==> config.mk <==
export PLATFORM = sky130hd
export DESIGN_NAME = nnss_div
export DESIGN_NICKNAME = d
export VERILOG_FILES = /design/src/hw/rtl/nnss_pkg.sv /design/src/hw/rtl/nnss_div.sv
export SDC_FILE = /design/constraint.sdc
export NUM_CORES = 1
export LEC_CHECK = 0
export BUFFER_PORTS_ARGS = -buffer_cell sky130_fd_sc_hd__buf_2
export CAP_MARGIN = 20
export CORE_MARGIN = 3
export CORE_UTILIZATION = 61
export DETAILED_ROUTE_END_ITERATION = 8
export PLACE_DENSITY = 0.84
export SLEW_MARGIN = 10
export SYNTH_ARGS = -nofsm -noshare
export SYNTH_HDL_FRONTEND = slang
export SYNTH_SLANG_ARGS = --single-unit
export TNS_END_PERCENT = 30
==> constraint.sdc <==
create_clock -name clock -period 2.67 [get_ports clock]
set_input_delay 0.4005 -clock clock [delete_from_list [all_inputs] [get_ports clock]]
set_output_delay 0.4005 -clock clock [all_outputs]
set_load 0.005 [all_outputs]
==> src/hw/rtl/nnss_pkg.sv <==
package nnss_pkg;

   // Field widths
   localparam int COORD_W = 8;
   localparam int COLOR_W = 8;
   localparam int ORG_W   = 9;
   localparam int TEXEL_W = 3 * COLOR_W;

   // Defaults for the top level parameters
   localparam int SRC_SIZE_DEF      = 40;
   localparam int SCREEN_WIDTH_DEF  = 64;
   localparam int SCREEN_HEIGHT_DEF = 32;

   // Command codes
   localparam logic CMD_LOAD   = 1'b0;
   localparam logic CMD_SAMPLE = 1'b1;

   // Register file
   localparam int CSR_IDX_W  = 2;
   localparam int CSR_DATA_W = ORG_W;
   localparam logic [CSR_IDX_W-1:0] CSR_DEST_SIZE = 2'd0;
   localparam logic [CSR_IDX_W-1:0] CSR_ORIGIN_X  = 2'd1;
   localparam logic [CSR_IDX_W-1:0] CSR_ORIGIN_Y  = 2'd2;

   localparam logic [COORD_W-1:0] DEST_SIZE_RST = 8'd40;

endpackage

==> src/hw/rtl/nnss_div.sv <==
module nnss_div
   import nnss_pkg::*;
#(
   parameter int QW = 6
) (
   input  logic                  clock,
   input  logic [COORD_W+QW-1:0] dividend,
   input  logic [COORD_W-1:0]    divisor,
   output logic [QW-1:0]         quotient
);

   localparam int PW = COORD_W + QW;

   // Stage taps: remainder and divisor into each stage, quotient out of each
   logic [PW-1:0]      rem_s [QW];
   logic [COORD_W-1:0] dsr_s [QW];
   logic [QW-1:0]      quo_s [QW+1];

   assign rem_s[0] = dividend;
   assign dsr_s[0] = divisor;
   assign quo_s[0] = '0;

   // One quotient bit per stage, most significant first
   for (genvar k = 0; k < QW; k++) begin : g_stage
      localparam int B = QW - 1 - k;
      logic [PW-1:0] sub_w;
      logic          fit_w;
      logic [QW-1:0] quo_in;
      logic [QW-1:0] quo_ff;

      assign sub_w = PW'(dsr_s[k]) << B;
      assign fit_w = rem_s[k] >= sub_w;

      always_comb begin
         quo_in    = quo_s[k];
         quo_in[B] = fit_w;
      end

      always_ff @(posedge clock) begin
         quo_ff <= quo_in;
      end

      assign quo_s[k+1] = quo_ff;

      // Carry the partial remainder and divisor to the next stage
      if (k < QW - 1) begin : g_carry
         logic [PW-1:0]      rem_in;
         logic [PW-1:0]      rem_ff;
         logic [COORD_W-1:0] dsr_ff;

         assign rem_in = fit_w ? rem_s[k] - sub_w : rem_s[k];

         always_ff @(posedge clock) begin
            rem_ff <= rem_in;
            dsr_ff <= dsr_s[k];
         end

         assign rem_s[k+1] = rem_ff;
         assign dsr_s[k+1] = dsr_ff;
      end
   end

   assign quotient = quo_s[QW];

endmodule

Word level (Yosys, flattened, before mapping). Index checks and enable logic that the tools add are counted.

$add $sub $neg: 5. $lt $le $gt $ge: 6. Mux-type cells: 5.

Operators by type and width (number): $mux W14 (5); $ge A14 B10 Y1 (1); $ge A14 B11 Y1 (1); $ge A14 B12 Y1 (1); $ge A14 B13 Y1 (1); $ge A14 B8 Y1 (1); $ge A14 B9 Y1 (1); $sub A14 B10 Y14 (1); $sub A14 B11 Y14 (1); $sub A14 B12 Y14 (1); $sub A14 B13 Y14 (1); $sub A14 B9 Y14 (1).

Register bits: 131. Input bits: 23. Word-level logic and storage cells: 32.

Depth between registers and ports, before layout.
Depth in word-level cells: 2. Gate-level depth with buffers: 10.

Worst setup path after synthesis. Ideal clock, no wire load.

Kind: register to register. Start point: register g_stage[0].g_carry.rem_ff[4]. End point: register g_stage[1].g_carry.rem_ff[10]. Arrival: 2.235 ns. Path slack: 0.314 ns. Cell stages (with the launch flop): 11. Buffers on the path: 0. Clock period less this slack: 2.356 ns. Cell sequence: dfxtp_1 inv_1 ha_1 inv_1 fa_1 a21o_1 a21o_1 a2111oi_4 and2_4 inv_6 mux2_4.

Word-level cells in the longest chain between the ends: 2. Elaborated cells on any way between the ends: 3. Classes of those cells: add/sub: 1; order compare: 1; mux: 1.

RTL lines: from (decl) (line nnss_div.sv:48) `logic [PW-1:0] rem_ff;`; from (signal assigned) (line nnss_div.sv:54) `rem_ff <= rem_in;`; $ge A14 B12 Y1 (line nnss_div.sv:32) `assign fit_w = rem_s[k] >= sub_w;`; via g_stage[1].fit_w (line nnss_div.sv:27) `logic fit_w;`; $mux W14 (line nnss_div.sv:51) `assign rem_in = fit_w ? rem_s[k] - sub_w : rem_s[k];`; via g_stage[1].g_carry.rem_in[10] (line nnss_div.sv:47) `logic [PW-1:0] rem_in;`; to (signal assigned) (line nnss_div.sv:54); to (decl) (line nnss_div.sv:48).

The timed path passes the listed nets, and every way through them passes these cells.

Worst setup path after layout.
Start point: register g_stage[0].g_carry.rem_ff[4]. End point: register g_stage[1].g_carry.rem_ff[7].

The elaborated chain is that of the path after synthesis.

==> reports/results.txt <==
Outcome - complete, no violations
Final Hold Viols - 0
Final wirelength - 11400 um
Register area share after synthesis - 45.6%
Final ANT Viol Nets - 0
PwrDens - 1170 mW/mm^2
Seq pwr share - 35.2%
Yosys cell types - 66
Leakage - 0.00305 uW
P_int - 5290 uW
Crit Path Class - reg2reg
DRC - 0
H-tree levels - 4
Setup TNS - 0 ps
Placement Rows - 34
Syn nets - 622
Gate power share - 34.8%
Slew margin rel. - 56.7%
Crit path max fanout - 9
Largest net degree at the start of global routing - 17
Layout cells sized above 1 - 15.1%
Worst Setup Start Kind - flip-flop
Maxcap violations - 0
Vias per cell - 5.76
Sw power - 2610 uW
CP arrival - 2960 ps
GR Layer Usage met2 - 44.4%
DR iter-0 viols - 182
Die width - 103 um
RSZ-0062 raised after global routing - no
Hpwl dp - 8210 um
Placed Instances - 681
Area delta synth->final - 17.5%
TritonCTS clock tree - done
Clk Latency, worst-skew pair - 520 ps
Io pins - 29
Final min period - 2560 ps
Via count of the first global-routing pass - 4349
Antenna violations before repair - 0
Period utilization - 95.7%
Clock power share - 30.0%
Number of enable flip-flop cells after synthesis - 0
Die Ht - 103 um
Ys Warns - 0
Vias - 4176
Worst-margin pin slew - 645 ps
Clk_skew - 8.79 ps
Syn avg cell area - 10.5 sq um
Main flop type after synthesis - dfxtp_1
Met1 Resource Use GR - 23.9%
Most Crowded Layer GR - met2
Die area - 0.0106 sq mm
Slew Viols, Final - 0
Grt met3 use - 6.36%
Initial DRT Pass Iterations - 5
CTS max path bufs - 2
RePlAce Congestion - 0.938
Core area - 0.00893 sq mm
CP Capture Type - flip-flop
Total Nets Final - 680
Synth Cell Area - 0.00575 sq mm
Clock sink count - 131
Input/output buffers - 28
Root Driver - clkbuf_8
Post-Synthesis Cells - 546
Sw frac - 33.1%
Asr flop ratio synth - 0%
Number of buffers created by CTS - 17
F_max - 391 MHz
Fin cells - 725
Reg clk slew, reported paths - 60 ps
# setup viols final - 0
Initial Util - 64.4%
Total grt overflow - 0
All-Layer GR Usage - 23.7%
Data required, critical path - 3080 ps
Hold/Removal Path Class - in2reg
Synth Register Bits - 131
Antenna diode count - 0
First-pass GRT wire length - 19500 um
Worst vdd ir - 0.000500 V
Drt wl/cell - 15.7 um
-- path summary, 6_finish.rpt --
path / startpoint / endpoint / slack (ps) / cells after the start
worst max-delay path: g_stage[0].g_carry.rem_ff[4]$_DFF_P_ / g_stage[1].g_carry.rem_ff[7]$_DFF_P_ / 110 / 10
worst max register to register: g_stage[0].g_carry.rem_ff[4]$_DFF_P_ / g_stage[1].g_carry.rem_ff[7]$_DFF_P_ / 110 / 10
worst min-delay path: divisor[1] / g_stage[0].g_carry.dsr_ff[1]$_DFF_P_ / 30 / 1
worst min register to register: g_stage[4].quo_ff[3]$_DFF_P_ / quotient[3]$_DFF_P_ / 320 / 0
-- power by group through the flow --
| stage | sequential [uW] | combinational [uW] | clock (uW) |
|---|---|---|---|
| floorplan | 2720 | 2160 | 0 |
| global placement | 2790 | 2530 | 0 |
| detailed placement | 2810 | 2650 | 0 |
| CTS | 2770 | 2730 | 2410 |
| global route | 2830 | 3070 | 2490 |
| finish | 2780 | 2750 | 2370 |
-- sequential cells by signal (all words and copies together), names as in the netlist --
| name | cells |
|---|---|
| g_stage.g_carry.dsr_ff | 40 |
| g_stage.g_carry.rem_ff | 70 |
| g_stage.quo_ff | 15 |
| quotient | 6 |
-- final cells by class --
| cell class | count | area [sq um] |
|---|---|---|
| Clock buffer | 17 | 414 |
| Clock inverter | 15 | 196 |
| Fill cell | 599 | 2170 |
| Inverter | 60 | 230 |
| Multi-Input combinational cell | 352 | 2890 |
| Sequential cell | 131 | 2620 |
| Tap cell | 108 | 135 |
| Timing Repair Buffer | 42 | 275 |
-- cell usage in the layout (no fill, tap or decap), types with 9 or more instances in the layout --
cell and instances:
nand2_1 12, dfxtp_1 131, dlygate4sd3_1 12, xor2_1 9, mux2_1 14, buf_2 28, xnor2_1 12, inv_1 59
nor3_1 12, nor2b_1 10, a21oi_1 21, nor2_1 25, mux2_2 10, ha_1 48, clkbuf_16 16, o21ai_0 15
o21a_1 20
-- cell usage after synthesis, types with 7 or more instances --
| library cell | count | share of area, % |
|---|---|---|
| ha_1 | 48 | 10 |
| and3_1 | 7 | 0.76 |
| nor2b_1 | 10 | 1.1 |
| a21oi_1 | 21 | 1.8 |
| o21a_1 | 21 | 2.7 |
| xor2_1 | 9 | 1.4 |
| inv_1 | 59 | 3.8 |
| o21ai_0 | 15 | 1.3 |
| nor2_1 | 25 | 1.6 |
| xnor2_1 | 12 | 1.8 |
| nor3_1 | 12 | 1.0 |
| mux2_1 | 14 | 2.7 |
| dfxtp_1 | 131 | 46 |
| nand2b_1 | 8 | 0.87 |
| mux2i_1 | 8 | 1.4 |
| mux2_2 | 10 | 2.0 |
| nand2_1 | 12 | 0.78 |
| a21o_1 | 7 | 0.91 |
| nand3_1 | 8 | 0.70 |
| a211oi_1 | 7 | 0.91 |
-- stage by stage --
stage,setup WS [ps],hold slack [ps],cell area [sq um],total power (uW),utilization [%]
4_1_cts,115,7.06,6760,7920,75.7
5_1_grt,0.240,11.1,6760,8390,75.7
3_3_place_gp,239,310,6030,5320,67.5
2_1_floorplan,314,310,5750,4880,-
6_report,114,32.9,6760,7900,75.7
3_5_place_dp,157,313,6030,5460,67.5
-- cell families after synthesis --
logic type / count (synthesis) / synth area share (%)
buffers and inverters: 63 / 4.26
multiplexers: 38 / 7.66
AO/OA/AOI/OAI: 116 / 14.4
AND/OR/NAND/NOR: 124 / 12.7
XOR/XNOR: 21 / 3.20
flip-flops: 131 / 45.6
adder cells (fa/ha/maj): 53 / 12.2
-- what timing repair did --
action / CTS / global route
hold buffers: 12 / 0
buffers inserted: 0 / 0
setup endpoints to repair: 0 / 5
hold endpoints to repair: 12 / 0
gates resized for setup: 0 / 1
-- worst max-delay path, cell delays in order (launching register included) --
cell and delay [ps]:
dfxtp_1 310, inv_1 70, ha_1 150, inv_1 50
fa_1 410, a21o_1 190, a21o_1 250, a2111oi_4 420
and2_4 230, inv_6 60, mux2_4 290
-- metal layers --
| metal | vias to the layer above | part of all wire (%) |
|---|---|---|
| met2 | 101 | 54 |
| li1 | 2065 | - |
| met4 | 0 | 3.7 |
| met1 | 1980 | 40 |
| met3 | 30 | 3.1 |
| met5 | - | 0 |
Note: power is estimated with default switching activity, not from simulation.
